[config.mk]
export PLATFORM = sky130hd
export DESIGN_NAME = utf8_stream_decoder_checked_core_flat
export DESIGN_NICKNAME = d
export VERILOG_FILES = /design/src/rtl/core/u8dec_pkg.sv /design/src/rtl/core/u8dec_if.sv /design/src/rtl/core/u8dec_front.sv /design/src/rtl/core/u8dec_queue.sv /design/src/rtl/core/u8dec_back.sv /design/src/rtl/core/utf8_stream_decoder_checked_core.sv /design/src/flat_wrapper.sv
export SDC_FILE = /design/constraint.sdc
export NUM_CORES = 1
export LEC_CHECK = 0
export BUFFER_PORTS_ARGS = -buffer_cell sky130_fd_sc_hd__buf_2
export CAP_MARGIN = 25
export CORE_AREA = 2 2 204 206
export CTS_BUF_LIST = sky130_fd_sc_hd__clkbuf_4
export DETAILED_ROUTE_END_ITERATION = 7
export DIE_AREA = 0 0 206 208
export HOLD_SLACK_MARGIN = 0.02
export PLACE_DENSITY = 0.61
export SYNTH_ARGS = -nofsm -noshare
export SYNTH_HDL_FRONTEND = slang
export SYNTH_HIERARCHICAL = 1
export SYNTH_SLANG_ARGS = --single-unit
[constraint.sdc]
create_clock -name clk -period 11.45 [get_ports clk]
set_input_delay 0.5725 -clock clk [delete_from_list [all_inputs] [get_ports clk]]
set_output_delay 0.5725 -clock clk [all_outputs]
set_load 0.005 [all_outputs]
[src/rtl/core/u8dec_pkg.sv]
// Shared types and constants for the UTF-8 stream decoder.
package u8dec_pkg;

  typedef enum logic [2:0] {
    ST_OK          = 3'd0,
    ST_OVERLONG    = 3'd1,
    ST_C1          = 3'd2,
    ST_SURROGATE   = 3'd3,
    ST_NOT_UNICODE = 3'd4,
    ST_SOLITARY    = 3'd5,
    ST_CONT_EXP    = 3'd6,
    ST_STRAY       = 3'd7
  } status_t;

  localparam logic [31:0] QMARK_CP     = 32'h0000_003F;
  localparam logic [31:0] LIM_1BYTE    = 32'h0000_007F;
  localparam logic [31:0] LIM_C1       = 32'h0000_009F;
  localparam logic [31:0] LIM_2BYTE    = 32'h0000_07FF;
  localparam logic [31:0] SURR_LO      = 32'h0000_D800;
  localparam logic [31:0] SURR_HI      = 32'h0000_DFFF;
  localparam logic [31:0] LIM_3BYTE    = 32'h0000_FFFF;
  localparam logic [31:0] LIM_UNICODE  = 32'h0010_FFFF;
  localparam logic [31:0] LIM_4BYTE    = 32'h001F_FFFF;
  localparam logic [31:0] LIM_5BYTE    = 32'h03FF_FFFF;

  typedef struct packed {
    logic [31:0] code_point;
    status_t     status;
    logic [2:0]  valid_length;
    logic        last_result;
  } result_t;

  typedef struct packed {
    logic    two;
    result_t first;
    result_t second;
  } job_t;

endpackage

[src/rtl/core/u8dec_if.sv]
// Handshake channels for byte input and decoded results.
interface u8dec_in_if;
  logic       valid;
  logic       ready;
  logic [7:0] byte_in;
  logic       end_of_input;

  modport source (output valid, output byte_in, output end_of_input, input ready);
  modport sink (input valid, input byte_in, input end_of_input, output ready);
endinterface

interface u8dec_out_if;
  logic        valid;
  logic        ready;
  logic [31:0] code_point;
  logic [2:0]  status;
  logic [2:0]  valid_length;
  logic        last_result;

  modport source (output valid, output code_point, output status, output valid_length,
                  output last_result, input ready);
  modport sink (input valid, input code_point, input status, input valid_length,
                input last_result, output ready);
endinterface

[src/rtl/core/u8dec_front.sv]
// Front end: accepts bytes, tracks the pending sequence and builds result jobs.
module u8dec_front (
  input  logic             clk,
  input  logic             rst_n,
  u8dec_in_if.sink         in_ch,
  output logic             push,
  output u8dec_pkg::job_t  push_job,
  input  logic             push_ready
);
  import u8dec_pkg::*;

  logic [31:0] partial_r, partial_nxt;
  logic [7:0]  lead_r, lead_nxt;
  logic [2:0]  missing_r, missing_nxt;
  logic [2:0]  seen_r, seen_nxt;

  logic        acc;
  logic [7:0]  b;
  logic        is_cont;
  logic        idle_has_res;
  result_t     idle_res;
  result_t     brk_res;
  result_t     done_res;
  logic [31:0] lead_pv;
  logic [2:0]  lead_missing;
  logic [31:0] pv_shift;
  logic [2:0]  seen_inc;
  status_t     done_st;

  function automatic status_t classify(input logic [31:0] v, input logic [2:0] total);
    status_t st;
    st = ST_OK;
    case (total)
      3'd2: begin
        if (v <= LIM_1BYTE) st = ST_OVERLONG;
        else if (v <= LIM_C1) st = ST_C1;
      end
      3'd3: begin
        if (v <= LIM_2BYTE) st = ST_OVERLONG;
        else if (v >= SURR_LO && v <= SURR_HI) st = ST_SURROGATE;
      end
      3'd4: begin
        if (v <= LIM_3BYTE) st = ST_OVERLONG;
        else if (v > LIM_UNICODE) st = ST_NOT_UNICODE;
      end
      3'd5: st = (v <= LIM_4BYTE) ? ST_OVERLONG : ST_NOT_UNICODE;
      default: st = (v <= LIM_5BYTE) ? ST_OVERLONG : ST_NOT_UNICODE;
    endcase
    return st;
  endfunction

  assign in_ch.ready = push_ready;
  assign acc         = in_ch.valid && push_ready;
  assign b           = in_ch.byte_in;
  assign is_cont     = (b[7:6] == 2'b10);
  assign idle_has_res = !b[7] || is_cont;
  assign pv_shift    = {partial_r[25:0], b[5:0]};
  assign seen_inc    = seen_r + 3'd1;
  assign done_st     = classify(pv_shift, seen_inc);

  always_comb begin
    idle_res.code_point   = {24'd0, b};
    idle_res.status       = b[7] ? ST_STRAY : ST_OK;
    idle_res.valid_length = b[7] ? 3'd0 : 3'd1;
    idle_res.last_result  = 1'b1;

    if (seen_r <= 3'd1) begin
      brk_res.code_point = {24'd0, lead_r};
      brk_res.status     = ST_SOLITARY;
    end else begin
      brk_res.code_point = QMARK_CP;
      brk_res.status     = ST_CONT_EXP;
    end
    brk_res.valid_length = 3'd0;
    brk_res.last_result  = 1'b1;

    done_res.code_point   = pv_shift;
    done_res.status       = done_st;
    done_res.valid_length = (done_st == ST_OK) ? seen_inc : 3'd0;
    done_res.last_result  = 1'b1;

    case (b) inside
      [8'hC0:8'hDF]: begin lead_pv = {27'd0, b[4:0]}; lead_missing = 3'd1; end
      [8'hE0:8'hEF]: begin lead_pv = {28'd0, b[3:0]}; lead_missing = 3'd2; end
      [8'hF0:8'hF7]: begin lead_pv = {29'd0, b[2:0]}; lead_missing = 3'd3; end
      [8'hF8:8'hFB]: begin lead_pv = {30'd0, b[1:0]}; lead_missing = 3'd4; end
      default:       begin lead_pv = {30'd0, b[1:0]}; lead_missing = 3'd5; end
    endcase
  end

  always_comb begin
    partial_nxt = partial_r;
    lead_nxt    = lead_r;
    missing_nxt = missing_r;
    seen_nxt    = seen_r;
    push        = 1'b0;
    push_job    = '0;
    if (acc) begin
      if (in_ch.end_of_input) begin
        if (missing_r != 3'd0) begin
          push           = 1'b1;
          push_job.first = brk_res;
          partial_nxt    = '0;
          lead_nxt       = '0;
          missing_nxt    = '0;
          seen_nxt       = '0;
        end
      end else if (missing_r == 3'd0) begin
        if (idle_has_res) begin
          push           = 1'b1;
          push_job.first = idle_res;
        end else begin
          partial_nxt = lead_pv;
          lead_nxt    = b;
          missing_nxt = lead_missing;
          seen_nxt    = 3'd1;
        end
      end else if (is_cont) begin
        partial_nxt = pv_shift;
        seen_nxt    = seen_inc;
        missing_nxt = missing_r - 3'd1;
        if (missing_r == 3'd1) begin
          push           = 1'b1;
          push_job.first = done_res;
          partial_nxt    = '0;
          lead_nxt       = '0;
          missing_nxt    = '0;
          seen_nxt       = '0;
        end
      end else begin
        // report the break, then decode the byte again from idle
        push           = 1'b1;
        push_job.first = brk_res;
        if (idle_has_res) begin
          push_job.two                     = 1'b1;
          push_job.first.last_result       = 1'b0;
          push_job.second                  = idle_res;
          partial_nxt                      = '0;
          lead_nxt                         = '0;
          missing_nxt                      = '0;
          seen_nxt                         = '0;
        end else begin
          partial_nxt = lead_pv;
          lead_nxt    = b;
          missing_nxt = lead_missing;
          seen_nxt    = 3'd1;
        end
      end
    end
  end

  always_ff @(posedge clk) begin
    if (!rst_n) begin
      partial_r <= '0;
      lead_r    <= '0;
      missing_r <= '0;
      seen_r    <= '0;
    end else begin
      partial_r <= partial_nxt;
      lead_r    <= lead_nxt;
      missing_r <= missing_nxt;
      seen_r    <= seen_nxt;
    end
  end

endmodule

[src/rtl/core/u8dec_queue.sv]
// Job queue between the front end and the result sequencer.
module u8dec_queue #(
  parameter int DEPTH = 4
) (
  input  logic             clk,
  input  logic             rst_n,
  input  logic             push,
  input  u8dec_pkg::job_t  push_job,
  output logic             push_ready,
  input  logic             pop,
  output u8dec_pkg::job_t  pop_job,
  output logic             pop_valid
);
  import u8dec_pkg::*;

  localparam int PTR_W = (DEPTH > 1) ? $clog2(DEPTH) : 1;
  localparam int CNT_W = $clog2(DEPTH + 1);

  job_t             store_r [DEPTH];
  logic [PTR_W-1:0] wr_ptr_r, wr_ptr_nxt;
  logic [PTR_W-1:0] rd_ptr_r, rd_ptr_nxt;
  logic [CNT_W-1:0] cnt_r, cnt_nxt;
  logic             do_push;
  logic             do_pop;

  assign push_ready = (cnt_r != CNT_W'(DEPTH));
  assign pop_valid  = (cnt_r != '0);
  assign pop_job    = store_r[rd_ptr_r];
  assign do_push    = push && push_ready;
  assign do_pop     = pop && pop_valid;

  always_comb begin
    wr_ptr_nxt = wr_ptr_r;
    rd_ptr_nxt = rd_ptr_r;
    cnt_nxt    = cnt_r;
    if (do_push) begin
      wr_ptr_nxt = (wr_ptr_r == PTR_W'(DEPTH - 1)) ? '0 : wr_ptr_r + PTR_W'(1);
    end
    if (do_pop) begin
      rd_ptr_nxt = (rd_ptr_r == PTR_W'(DEPTH - 1)) ? '0 : rd_ptr_r + PTR_W'(1);
    end
    if (do_push && !do_pop) begin
      cnt_nxt = cnt_r + CNT_W'(1);
    end else if (do_pop && !do_push) begin
      cnt_nxt = cnt_r - CNT_W'(1);
    end
  end

  always_ff @(posedge clk) begin
    if (!rst_n) begin
      wr_ptr_r <= '0;
      rd_ptr_r <= '0;
      cnt_r    <= '0;
    end else begin
      wr_ptr_r <= wr_ptr_nxt;
      rd_ptr_r <= rd_ptr_nxt;
      cnt_r    <= cnt_nxt;
    end
  end

  always_ff @(posedge clk) begin
    if (do_push) begin
      store_r[wr_ptr_r] <= push_job;
    end
  end

endmodule

[src/rtl/core/u8dec_back.sv]
// Back end: holds one job and hands out its results one item at a time.
module u8dec_back (
  input  logic             clk,
  input  logic             rst_n,
  input  logic             pop_valid,
  input  u8dec_pkg::job_t  pop_job,
  output logic             pop,
  u8dec_out_if.source      out_ch
);
  import u8dec_pkg::*;

  logic    valid_r, valid_nxt;
  logic    second_r, second_nxt;
  job_t    job_r;
  result_t cur;
  logic    take;
  logic    job_done;

  assign cur      = second_r ? job_r.second : job_r.first;
  assign take     = valid_r && out_ch.ready;
  assign job_done = take && (second_r || !job_r.two);
  assign pop      = pop_valid && (!valid_r || job_done);

  assign out_ch.valid        = valid_r;
  assign out_ch.code_point   = cur.code_point;
  assign out_ch.status       = cur.status;
  assign out_ch.valid_length = cur.valid_length;
  assign out_ch.last_result  = cur.last_result;

  always_comb begin
    valid_nxt  = valid_r;
    second_nxt = second_r;
    if (take && job_r.two && !second_r) begin
      second_nxt = 1'b1;
    end else if (pop) begin
      valid_nxt  = 1'b1;
      second_nxt = 1'b0;
    end else if (job_done) begin
      valid_nxt  = 1'b0;
      second_nxt = 1'b0;
    end
  end

  always_ff @(posedge clk) begin
    if (!rst_n) begin
      valid_r  <= 1'b0;
      second_r <= 1'b0;
    end else begin
      valid_r  <= valid_nxt;
      second_r <= second_nxt;
    end
  end

  always_ff @(posedge clk) begin
    if (pop) begin
      job_r <= pop_job;
    end
  end

endmodule

[src/rtl/core/utf8_stream_decoder_checked_core.sv]
// Top level of the checked UTF-8 stream decoder.
//
//   channel   dir  handshake          payload
//   in_ch     in   valid / ready      byte_in[7:0], end_of_input
//   out_ch    out  valid / ready      code_point[31:0], status[2:0], valid_length[2:0],
//                                     last_result
//
// One byte is taken per cycle while the job queue has room; the decode step is combinational
// in the front end. A byte that breaks a sequence and is itself a result gives two items,
// which leave the output register one after the other; the job queue absorbs the difference.
// An accepted byte's job is registered in the job queue, then in the back end's job register.
// rst_n is synchronous; after reset the decoder is idle with the queue empty.
// in_ch.ready falls only when the job queue is full.
module utf8_stream_decoder_checked_core #(
  parameter int QUEUE_DEPTH = 4
) (
  input  logic        clk,
  input  logic        rst_n,
  u8dec_in_if.sink    in_ch,
  u8dec_out_if.source out_ch
);
  import u8dec_pkg::*;

  logic push;
  job_t push_job;
  logic push_ready;
  logic pop;
  job_t pop_job;
  logic pop_valid;

  u8dec_front u_front (
    .clk        (clk),
    .rst_n      (rst_n),
    .in_ch      (in_ch),
    .push       (push),
    .push_job   (push_job),
    .push_ready (push_ready)
  );

  u8dec_queue #(
    .DEPTH (QUEUE_DEPTH)
  ) u_queue (
    .clk        (clk),
    .rst_n      (rst_n),
    .push       (push),
    .push_job   (push_job),
    .push_ready (push_ready),
    .pop        (pop),
    .pop_job    (pop_job),
    .pop_valid  (pop_valid)
  );

  u8dec_back u_back (
    .clk       (clk),
    .rst_n     (rst_n),
    .pop_valid (pop_valid),
    .pop_job   (pop_job),
    .pop       (pop),
    .out_ch    (out_ch)
  );

`ifndef SYNTHESIS
  a_pop_needs_job: assert property (@(posedge clk) disable iff (!rst_n)
    pop |-> pop_valid)
    else $error("pop from empty job queue");

  a_second_item_follows: assert property (@(posedge clk) disable iff (!rst_n)
    (out_ch.valid && out_ch.ready && !out_ch.last_result) |=> out_ch.valid)
    else $error("second item of a job missing");

  a_push_has_room: assert property (@(posedge clk) disable iff (!rst_n)
    (in_ch.valid && in_ch.ready) |-> push_ready)
    else $error("item accepted with job queue full");
`endif

endmodule

[src/flat_wrapper.sv]
// flat-port wrapper written by rule: the top's interface ports become plain ports
module utf8_stream_decoder_checked_core_flat import u8dec_pkg::*;
#(
  parameter int QUEUE_DEPTH = 4
)
  (clk, rst_n, in_ch_valid, in_ch_byte_in, in_ch_end_of_input, in_ch_ready, out_ch_valid, out_ch_code_point, out_ch_status, out_ch_valid_length, out_ch_last_result, out_ch_ready);
  u8dec_in_if in_ch_i ();
  u8dec_out_if out_ch_i ();
  input  logic clk;
  input  logic rst_n;
  input wire logic [$bits(in_ch_i.valid)-1:0] in_ch_valid;
  input wire logic [$bits(in_ch_i.byte_in)-1:0] in_ch_byte_in;
  input wire logic [$bits(in_ch_i.end_of_input)-1:0] in_ch_end_of_input;
  output wire logic [$bits(in_ch_i.ready)-1:0] in_ch_ready;
  output wire logic [$bits(out_ch_i.valid)-1:0] out_ch_valid;
  output wire logic [$bits(out_ch_i.code_point)-1:0] out_ch_code_point;
  output wire logic [$bits(out_ch_i.status)-1:0] out_ch_status;
  output wire logic [$bits(out_ch_i.valid_length)-1:0] out_ch_valid_length;
  output wire logic [$bits(out_ch_i.last_result)-1:0] out_ch_last_result;
  input wire logic [$bits(out_ch_i.ready)-1:0] out_ch_ready;
  assign in_ch_i.valid = in_ch_valid;
  assign in_ch_i.byte_in = in_ch_byte_in;
  assign in_ch_i.end_of_input = in_ch_end_of_input;
  assign in_ch_ready = in_ch_i.ready;
  assign out_ch_valid = out_ch_i.valid;
  assign out_ch_code_point = out_ch_i.code_point;
  assign out_ch_status = out_ch_i.status;
  assign out_ch_valid_length = out_ch_i.valid_length;
  assign out_ch_last_result = out_ch_i.last_result;
  assign out_ch_i.ready = out_ch_ready;
  utf8_stream_decoder_checked_core #(.QUEUE_DEPTH(QUEUE_DEPTH)) u_core (.clk(clk), .rst_n(rst_n), .in_ch(in_ch_i), .out_ch(out_ch_i));
endmodule
==> impl_metrics.ini, run 1 <==
[clock_network]
clk_pin_slew_worst_paths_ns = 0.07
insertion_delay_ns = 0.75
hold_buffers = 0
ctsRootBufferMaster = clkbuf_4
post_cts_buffers = 0
cts_buffers = 108
cts_tree = done
clock_sinks = 446
cts_max_level = 3
clock_path_buffers = 3
ctsResizeCount = 0

[sta]
timing.final.crit_period_ns = 3.60
post-route-period-util_pct = 31.4
finalSetupViolations = 0
slew_headroom_pct = 33.9
fmax_mhz = 278
hold_violations = 0
worstMarginPinSlew_ns = 0.984
setup-tns-final_ns = 0
clock_skew_ns = 0.0463
grt_setup_unrepaired = no
slew_violations = 0

[pwr]
p_leak_nw = 6.55
peakVddDrop_mv = 0.130
power_density_nw_per_um2 = 212

[synthesis]
synth_top_family_by_area = multiplexers
synth_flop_cell = edfxtp_1
netlist_instances = 971
synth-seq-cells = 446
synth_xor_xnor_area_share_pct = 0.0988
syn_area_per_cell_um2 = 18.3
synth_compound_area_share_pct = 4.14
synth-seq-area-share_pct = 72.6
synthMuxAreaShare_pct = 12.6
yosys.cell_types.count = 74
synth-edff-count = 395
ys_warn_count = 6
syn_area_um2 = 17700
async_flop_share_pct = 0
synthAdderAreaFrac_pct = 1.10
yosys.area_share.simple_pct = 6.17

[die]
die_x_um = 206
core_area_um2 = 40600
die-area_um2 = 42800
rows = 74
die_h_um = 208
pin_count = 54
start_util_pct = 43.7

[finish]
final_util_pct = 48.7
areaGrowthSynthToFinish_pct = 11.3
final_common_cell = edfxtp_1
design_area_um2 = 19700
layout_common_cells = edfxtp_1, clkbuf_4, mux4_2
fin_nets = 1124
drive_gt1_share_pct = 32.6
nFillCells = 3480

[routing]
vias = 8821
wl_per_cell_um = 19.1
first_iter_violations = 626
first_pass_iters = 5
ant_nets = 0
via_per_inst = 5.17
drc_errors = 0
routed_wl_mm = 32.6

[min_path]
holdPathStages = 3
hp-class = in2reg

[critical_path]
crit_path_max_fanout = 42
crit_required_ns = 11.80
crit_arrival_ns = 3.95
reg2reg_depth = 7
critical_path_class = reg2reg
worst_setup_path_end_kind = register
start_kind = register

[global_routing]
overflow = 0
grt_max_degree = 56
grt_pass1_wl_mm = 51.0
grt_pass1_vias = 9265
antenna_found_initial = 3
grt_util_all_layers_pct = 15.5

[placement]
hpwl_mm = 18.4
io_buffers = 53
postPlaceCellArea_um2 = 18400
gp_congestion = 0.807

[outcome]
outcome = completed

[job]
drv_cap = 0
[stage by stage]
step	total power, W	cells	hold slack, ns	worst slack, ns
after floorplan	0.00276	1000	0.438	5.22
after global placement	0.00299	1517	0.452	7.92
after detailed placement	0.00300	1517	0.455	7.87
after CTS	0.00426	1703	0.0866	7.84
after global routing	0.00441	1706	0.0939	7.59
final	0.00418	1706	0.163	7.85
[sequential cells by signal, indices dropped and copies added, names as in the netlist, named ones only]
name                        count
u_core/u_queue/store_r        316
u_core/u_back/job_r            79
u_core/u_front/partial_r       26
u_core/u_front/lead_r           8
u_core/u_front/missing_r        3
u_core/u_front/seen_r           3
u_core/u_queue/cnt_r            3
u_core/u_queue/rd_ptr_r         2
u_core/u_queue/wr_ptr_r         2
u_core/u_back/out_ch.valid      1
u_core/u_back/second_r          1
[final timing paths]
check,slack [ns],endpoint,start
worst max-delay path,7.85,u_core/u_queue/store_r[0][36],u_core/u_front/missing_r[0]
worst min-delay path,0.16,u_core/u_back/second_r,out_ch_ready
worst max register to register,7.85,u_core/u_queue/store_r[0][36],u_core/u_front/missing_r[0]
worst min register to register,0.47,u_core/u_front/lead_r[4],u_core/u_front/lead_r[4]
[report_power, final]
part	switching, W	leakage, nW	internal (W)
combinational	0.000391	1.63	0.000360
sequential	0.000106	4.12	0.00208
clock	0.000585	0.797	0.000656
[cell type report]
| type | count | area (µm²) | area share, % |
|---|---|---|---|
| multi-input combinational | 462 | 4420 | 22.4 |
| tap | 532 | 666 | 3.37 |
| inverter | 13 | 48.8 | 0.247 |
| timing repair buffer | 65 | 359 | 1.82 |
| sequential | 446 | 12900 | 65.3 |
| clock inverter | 27 | 153 | 0.773 |
| antenna | 2 | 5.00 | 0.0254 |
| clock buffer | 159 | 1190 | 6.05 |
[Yosys cell counts, drive strengths merged (3+ instances only)]
cell type  count  share of area (%)
a31oi          3               0.11
mux4          79                 10
nor3           4               0.14
mux2          39                2.5
nor2          22               0.48
buf           62                2.5
nor2b         36                1.3
and2          38                1.4
nand4          5               0.18
clkbuf        16               0.35
nand3         14               0.42
o21a           4               0.17
and3          10               0.41
a21oi         20               0.56
a21boi        11               0.49
inv           13               0.28
a22oi         24                1.0
nand2b         3               0.15
nor4           6               0.37
edfxtp       395                 67
dfxtp         51                5.8
nand2         34               0.72
o21ai         30               0.89
ha            14               0.99
[layer usage]
layer	global-route usage, %	routed length (µm)	up-vias
met2	25.0	16100	209
met1	20.9	14600	4503
li1	-	-	4083
met4	5.17	333	2
met5	0	13	-
met3	3.68	1530	24
[logic make-up after synthesis]
group,Yosys count
DFF,446
and+or+nand+nor,186
muxes,120
AOI/OAI and AO/OA,109
buffers and inverters,92
adders and majority gates,15
xor gates and xnor gates,2
other,1
[critical path: stages (launching register included)]
cell	delay, ns
dfxtp_1	0.34
inv_1	0.09
ha_1	0.23
nor2b_2	0.55
nor4b_1	0.14
nor2_1	0.44
and3_4	0.72
buf_4	0.66
(Power assumes the default switching activity.)
==> run 2: changes to the inputs <==
--- a/config.mk
+++ b/config.mk
@@ -5,14 +5,15 @@
 export SDC_FILE = /design/constraint.sdc
 export NUM_CORES = 1
 export LEC_CHECK = 0
+export ABC_AREA = 1
 export BUFFER_PORTS_ARGS = -buffer_cell sky130_fd_sc_hd__buf_2
 export CAP_MARGIN = 25
-export CORE_AREA = 2 2 204 206
+export CORE_AREA = 2 2 206 208
 export CTS_BUF_LIST = sky130_fd_sc_hd__clkbuf_4
 export DETAILED_ROUTE_END_ITERATION = 7
-export DIE_AREA = 0 0 206 208
+export DIE_AREA = 0 0 208 210
 export HOLD_SLACK_MARGIN = 0.02
-export PLACE_DENSITY = 0.61
+export PLACE_DENSITY = 0.64
 export SYNTH_ARGS = -nofsm -noshare
 export SYNTH_HDL_FRONTEND = slang
 export SYNTH_HIERARCHICAL = 1
==> constraint.sdc (replaced) <==
create_clock -name clk -period 3.3 [get_ports clk]
set_input_delay 0.165 -clock clk [delete_from_list [all_inputs] [get_ports clk]]
set_output_delay 0.165 -clock clk [all_outputs]
set_load 0.005 [all_outputs]
==> impl_metrics.ini, run 2 <==
[synthesis]
syn_area_per_cell_um2 = 11.9
syn_area_um2 = 18100
synth_flop_cell = edfxtp_1
netlist_top_cells_count = edfxtp_1, nor2_1, nand2_1, o21ai_0, o22ai_1
async_flop_share_pct = 0
ys_warn_count = 6
synth-edff-count = 395
yosys.area.top_type_share_pct = 65.6
yosys.cell_types.count = 41
synth-seq-cells = 446
synth-seq-area-share_pct = 71.3
yosysMostFrequentCell = edfxtp_1
synth_area_leader_cell = edfxtp_1
netlist_instances = 1517
synth.area.top_cells = edfxtp_1, dfxtp_1, nor2_1, nand2_1, o21ai_0

[die]
pin_count = 54
die-area_um2 = 43700
start_util_pct = 43.6
rows = 75
die_h_um = 210
core_area_um2 = 41500
die_x_um = 208

[clock_network]
cts_buffers = 107
clk_pin_slew_worst_paths_ns = 0.07
ctsRootBufferMaster = clkbuf_4
clock_sinks = 446
clock_path_buffers = 3
cts_max_level = 3
cts_tree = done
insertion_delay_ns = 0.78
post_cts_buffers = 0

[min_path]
holdPathStages = 4
hp-start = in_ch_byte_in[5]
hp-class = in2reg
hold_path_end = u_core/u_front/partial_r[5]

[routing]
first_pass_iters = 7
first_iter_violations = 978
via_per_inst = 5.11
routed_wl_mm = 38.9
drc_errors = 0
ant_nets = 0
wl_per_cell_um = 17.1
vias = 11600

[finish]
multi_input_area_um2 = 4310
final_common_cell = edfxtp_1
largest_reg_flops = 316
areaGrowthSynthToFinish_pct = 12.7
drive_gt1_share_pct = 16.8
reg_top3 = u_core/u_queue/store_r: 316 flops, u_core/u_back/job_r: 79 flops, u_core/u_front/partial_r: 26 flops
fin_nets = 1671
largest_register = u_core/u_queue/store_r
final-seq-area_um2 = 12900
layout_common_cells = edfxtp_1, nor2_1, nand2_1
nFillCells = 3684

[sta]
hold_violations = 0
fmax_mhz = 356
post-route-period-util_pct = 85.1
slew_violations = 0
clock_skew_ns = 0.0520
finalSetupViolations = 0
worstMarginPinSlew_ns = 0.967
grt_setup_unrepaired = no
slew_headroom_pct = 35.5
timing.final.crit_period_ns = 2.81
setup_slack_ns = 0.492
whs_ns = 0.280
setup-tns-final_ns = 0

[global_routing]
grt_util_all_layers_pct = 18.0
grt_max_degree = 159
antenna_found_initial = 3
overflow = 0
grt_pass1_wl_mm = 61.8
grt_pass1_vias = 11700

[job]
drv_cap = 0

[critical_path]
crit_arrival_ns = 3.48
worstReg2RegStart = u_core/u_front/missing_r[0]
critical_path_class = reg2reg
crit_path_max_fanout = 5
start_kind = register
reg2reg_depth = 21
r2r_setup_slack_ns = 0.49
rr_endpoint = u_core/u_queue/cnt_r[2]
worst_setup_path_end_kind = register
crit_required_ns = 3.98

[pwr]
p_leak_nw = 7.37
peakVddDrop_mv = 0.642
power_density_nw_per_um2 = 770

[outcome]
outcome = completed

[placement]
hpwl_mm = 21.8
gp_congestion = 0.873
io_buffers = 53
dp_slack_ns = 0.494
==> run 2: cell types whose count changed in the layout (fill, tap and decap cells not counted), moves of 17 or more <==
cell and change:
dlygate4sd3_1 +17, mux2_2 -39, a22oi_1 -24, a21oi_1 +24
o22ai_1 +79, o21ai_1 +41, mux4_2 -79, nor2_1 +219
and2_1 -35, nand2_1 +198, nor2b_1 -34, o21ai_0 +111
inv_1 +66
==> run 2: worst max path at each step <==
stage / startpoint / endpoint / slack (ns) / cells past startpoint
floorplan: u_core/u_front/missing_r[0] / u_core/u_queue/store_r[0][0] / -0.72 / 10
global placement: u_core/u_front/missing_r[0] / u_core/u_queue/cnt_r[2] / 0.52 / 21
detailed placement: u_core/u_front/missing_r[0] / u_core/u_queue/cnt_r[2] / 0.49 / 21
CTS: u_core/u_front/missing_r[0] / u_core/u_queue/cnt_r[2] / 0.48 / 21
global route: u_core/u_front/missing_r[0] / u_core/u_queue/cnt_r[2] / 0.20 / 21
finish: u_core/u_front/missing_r[0] / u_core/u_queue/cnt_r[2] / 0.49 / 21
==> run 2: kinds of logic after synthesis <==
family | synth area share, %
adders and majority gates | 1.08
and+or+nand+nor | 11.6
AOI/OAI and AO/OA | 10.2
DFF | 71.3
xor gates and xnor gates | 0.0485
buffers and inverters | 5.72
other | 0.0208
==> run 2: metrics by stage <==
step | util, % | total power [W] | instance area, µm² | cells
4_1_cts | 49.1 | 0.0159 | 20400 | 2269
5_1_grt | 49.1 | 0.0166 | 20400 | 2274
6_report | 49.1 | 0.0157 | 20400 | 2274
3_5_place_dp | 45.3 | 0.0114 | 18800 | 2056
3_3_place_gp | 45.3 | 0.0113 | 18800 | 2056
2_1_floorplan | - | 0.0101 | 18200 | 1546
==> run 2: worst max-delay path, stage by stage (launching register included) <==
cell and delay, ns:
dfxtp_1 0.34, inv_1 0.08, ha_1 0.17, inv_1 0.04, nor2_1 0.26, nor2_2 0.09
inv_2 0.11, nor2_4 0.06, nand2_4 0.10, o21ai_0 0.09, a21oi_1 0.23, nand2_1 0.11
inv_1 0.07, ha_1 0.16, inv_1 0.07, fa_1 0.39, inv_1 0.08, nand2_1 0.06
nand3_1 0.08, nand2_1 0.05, inv_1 0.04, nor2_1 0.03
==> run 2: power by group <==
| group | switching (W) | leakage (nW) | internal (W) |
|---|---|---|---|
| Combinational | 0.00254 | 2.44 | 0.00110 |
| Clock | 0.00209 | 0.830 | 0.00234 |
| Sequential | 0.000249 | 4.10 | 0.00735 |
==> run 2: area by class of cell <==
type | instances | share of cell area, %
Timing Repair Buffer | 94 | 3.76
Clock inverter | 32 | 0.755
Multi-Input combinational cell | 905 | 21.1
Clock buffer | 164 | 6.04
Sequential cell | 446 | 63.3
Antenna cell | 5 | 0.0614
Tap cell | 539 | 3.31
Inverter | 89 | 1.68
==> run 2: layer usage <==
metal | GRT usage (%) | part of all wire, %
met5 | 0 | 0
met4 | 5.89 | 1.4
met3 | 3.64 | 4.7
met2 | 30.5 | 49
met1 | 23.4 | 45
==> run 2: repair_timing <==
| item | CTS | global route |
|---|---|---|
| hold buffers | 17 | 0 |
| resized for setup | 0 | 0 |
| endpoints found under the hold margin | 85 | 0 |
==> run 3: changes to the inputs <==
--- a/config.mk
+++ b/config.mk
@@ -7,13 +7,13 @@
 export LEC_CHECK = 0
 export ABC_AREA = 1
 export BUFFER_PORTS_ARGS = -buffer_cell sky130_fd_sc_hd__buf_2
-export CAP_MARGIN = 25
-export CORE_AREA = 2 2 206 208
+export CAP_MARGIN = 40
+export CORE_AREA = 2 2 216 218
 export CTS_BUF_LIST = sky130_fd_sc_hd__clkbuf_4
 export DETAILED_ROUTE_END_ITERATION = 7
-export DIE_AREA = 0 0 208 210
+export DIE_AREA = 0 0 218 220
 export HOLD_SLACK_MARGIN = 0.02
-export PLACE_DENSITY = 0.64
+export PLACE_DENSITY = 0.59
 export SYNTH_ARGS = -nofsm -noshare
 export SYNTH_HDL_FRONTEND = slang
 export SYNTH_HIERARCHICAL = 1
==> impl_metrics.ini, run 3 (same netlist as run 2, synthesis figures left out) <==
[clock_network]
post_cts_buffers = 0
cts_tree = done
clock_sinks = 446
clk_pin_slew_worst_paths_ns = 0.06
ctsRootBufferMaster = clkbuf_4
cts_buffers = 109
clock_path_buffers = 3
insertion_delay_ns = 0.81
cts_max_level = 3

[die]
die-area_um2 = 48000
core_area_um2 = 45900
pin_count = 54
start_util_pct = 39.4
die_h_um = 220
die_x_um = 218
rows = 79

[sta]
setup_slack_ns = 0.455
slew_headroom_pct = 41.3
worstMarginPinSlew_ns = 0.881
finalSetupViolations = 0
post-route-period-util_pct = 86.2
fmax_mhz = 352
hold_violations = 0
setup-tns-final_ns = 0
slew_violations = 0
clock_skew_ns = 0.0436
timing.final.crit_period_ns = 2.84
grt_setup_unrepaired = no

[global_routing]
grt_pass1_vias = 11600
overflow = 0
antenna_found_initial = 1
grt_pass1_wl_mm = 62.8
grt_max_degree = 117
grt_util_all_layers_pct = 17.0

[critical_path]
critical_path_class = reg2reg
critical_path.startpoint = u_core/u_front/missing_r[0]
rr_endpoint = u_core/u_queue/store_r[0][29]
crit_path_max_fanout = 75
crit_path_end = u_core/u_queue/store_r[0][29]
worst_setup_path_end_kind = register
reg2reg_depth = 12
r2r_setup_slack_ns = 0.46
worstReg2RegStart = u_core/u_front/missing_r[0]
crit_arrival_ns = 3.27
crit_required_ns = 3.72
start_kind = register

[finish]
nFillCells = 4260
final-seq-area_um2 = 12900
areaGrowthSynthToFinish_pct = 13.5
largest_reg_flops = 316
design_area_um2 = 20500
stdcell_count = 2348
multi_input_area_um2 = 4310
fin_nets = 1683
final_common_cell = edfxtp_1
drive_gt1_share_pct = 16.4
layout_common_cells = edfxtp_1, nor2_1, nand2_1
largest_register = u_core/u_queue/store_r
reg_top3 = u_core/u_queue/store_r: 316 flops, u_core/u_back/job_r: 79 flops, u_core/u_front/partial_r: 26 flops
final_util_pct = 44.7

[routing]
drc_errors = 0
via_per_inst = 4.98
ant_nets = 0
vias = 11700
first_iter_violations = 788
first_pass_iters = 6
wl_per_cell_um = 17.1
routed_wl_mm = 40.1

[pwr]
power_density_nw_per_um2 = 760
p_leak_nw = 7.38
p_switching_w = 0.00495
peakVddDrop_mv = 0.597
p_int_w = 0.0106
switching_share_pct = 31.8
p_clk_share_pct = 27.6
p_comb_share_pct = 23.4
seqPwrFrac_pct = 49.1

[placement]
io_buffers = 53
hpwl_mm = 23.3
dp_slack_ns = 0.473
dp.cells = 2130
gp_congestion = 0.857
postPlaceCellArea_um2 = 19000

[job]
drv_cap = 0

[min_path]
hp-class = in2reg

[outcome]
outcome = completed
[run 3: cell types whose count changed in the layout (fill, tap and decap cells not counted)]
cell,previous run,this run
buf_12,12,15
buf_4,12,15
diode_2,5,1
clkinv_1,27,38
clkbuf_4,164,149
clkinvlp_4,0,1
clkinv_2,2,5
inv_2,9,10
dlygate4sd3_1,17,21
clkinv_4,2,1
[run 3: layer usage]
metal	vias to the layer above	GRT usage, %	routed length [µm]
li1	5645	-	-
met1	5711	21.7	18100
met2	269	28.6	19300
met3	66	3.23	1850
met4	0	6.62	823
met5	-	0	0
[run 3: what timing repair did]
item,in CTS,in global routing
hold buffers,21,0
endpoints found under the hold margin,112,0
gates resized for setup,0,0
[run 3: layout make-up]
type / count / area share (%)
inverters: 89 / 1.66
well taps: 607 / 3.70
repair buffers: 104 / 4.33
clock buffers: 149 / 5.45
clock inverters: 47 / 1.04
diodes: 1 / 0.0122
flip-flops and latches: 446 / 62.8
multi-input cells: 905 / 21.0
[run 3: power by group through the flow]
stage,clock (W),combinational (W),sequential (W)
after global placement,0,0.00361,0.00776
final,0.00430,0.00364,0.00765
after global routing,0.00474,0.00410,0.00774
after detailed placement,0,0.00366,0.00777
after floorplan,0,0.00242,0.00769
after CTS,0.00447,0.00372,0.00766
[run 3: stage by stage]
stage          power, W  hold slack, ns
2_1_floorplan    0.0101           0.285
6_report         0.0156           0.288
3_3_place_gp     0.0114           0.456
3_5_place_dp     0.0114           0.458
5_1_grt          0.0166           0.280
4_1_cts          0.0159           0.205
[run 3: how the worst min path moves through the flow]
stage | start | end | slack [ns] | cells past startpoint
6_report | in_ch_byte_in[5] | u_core/u_front/partial_r[5] | 0.29 | 4
4_1_cts | in_ch_byte_in[5] | u_core/u_front/partial_r[5] | 0.20 | 4
5_1_grt | in_ch_byte_in[5] | u_core/u_front/partial_r[5] | 0.28 | 4
2_1_floorplan | rst_n | u_core/u_queue/wr_ptr_r[0] | 0.29 | 2
3_3_place_gp | u_core/u_front/seen_r[2] | u_core/u_front/seen_r[2] | 0.46 | 2
3_5_place_dp | u_core/u_front/seen_r[2] | u_core/u_front/seen_r[2] | 0.46 | 2
[run 3: critical path: stages, from the launching register on]
cell and delay, ns:
dfxtp_1 0.37, inv_1 0.08, ha_1 0.22, inv_1 0.06, nor2_1 0.05, buf_4 0.18
nor2_1 0.16, o21ai_0 0.12, a21oi_1 0.25, nand2_1 0.11, buf_4 0.19, nor2_4 0.18
buf_12 0.40
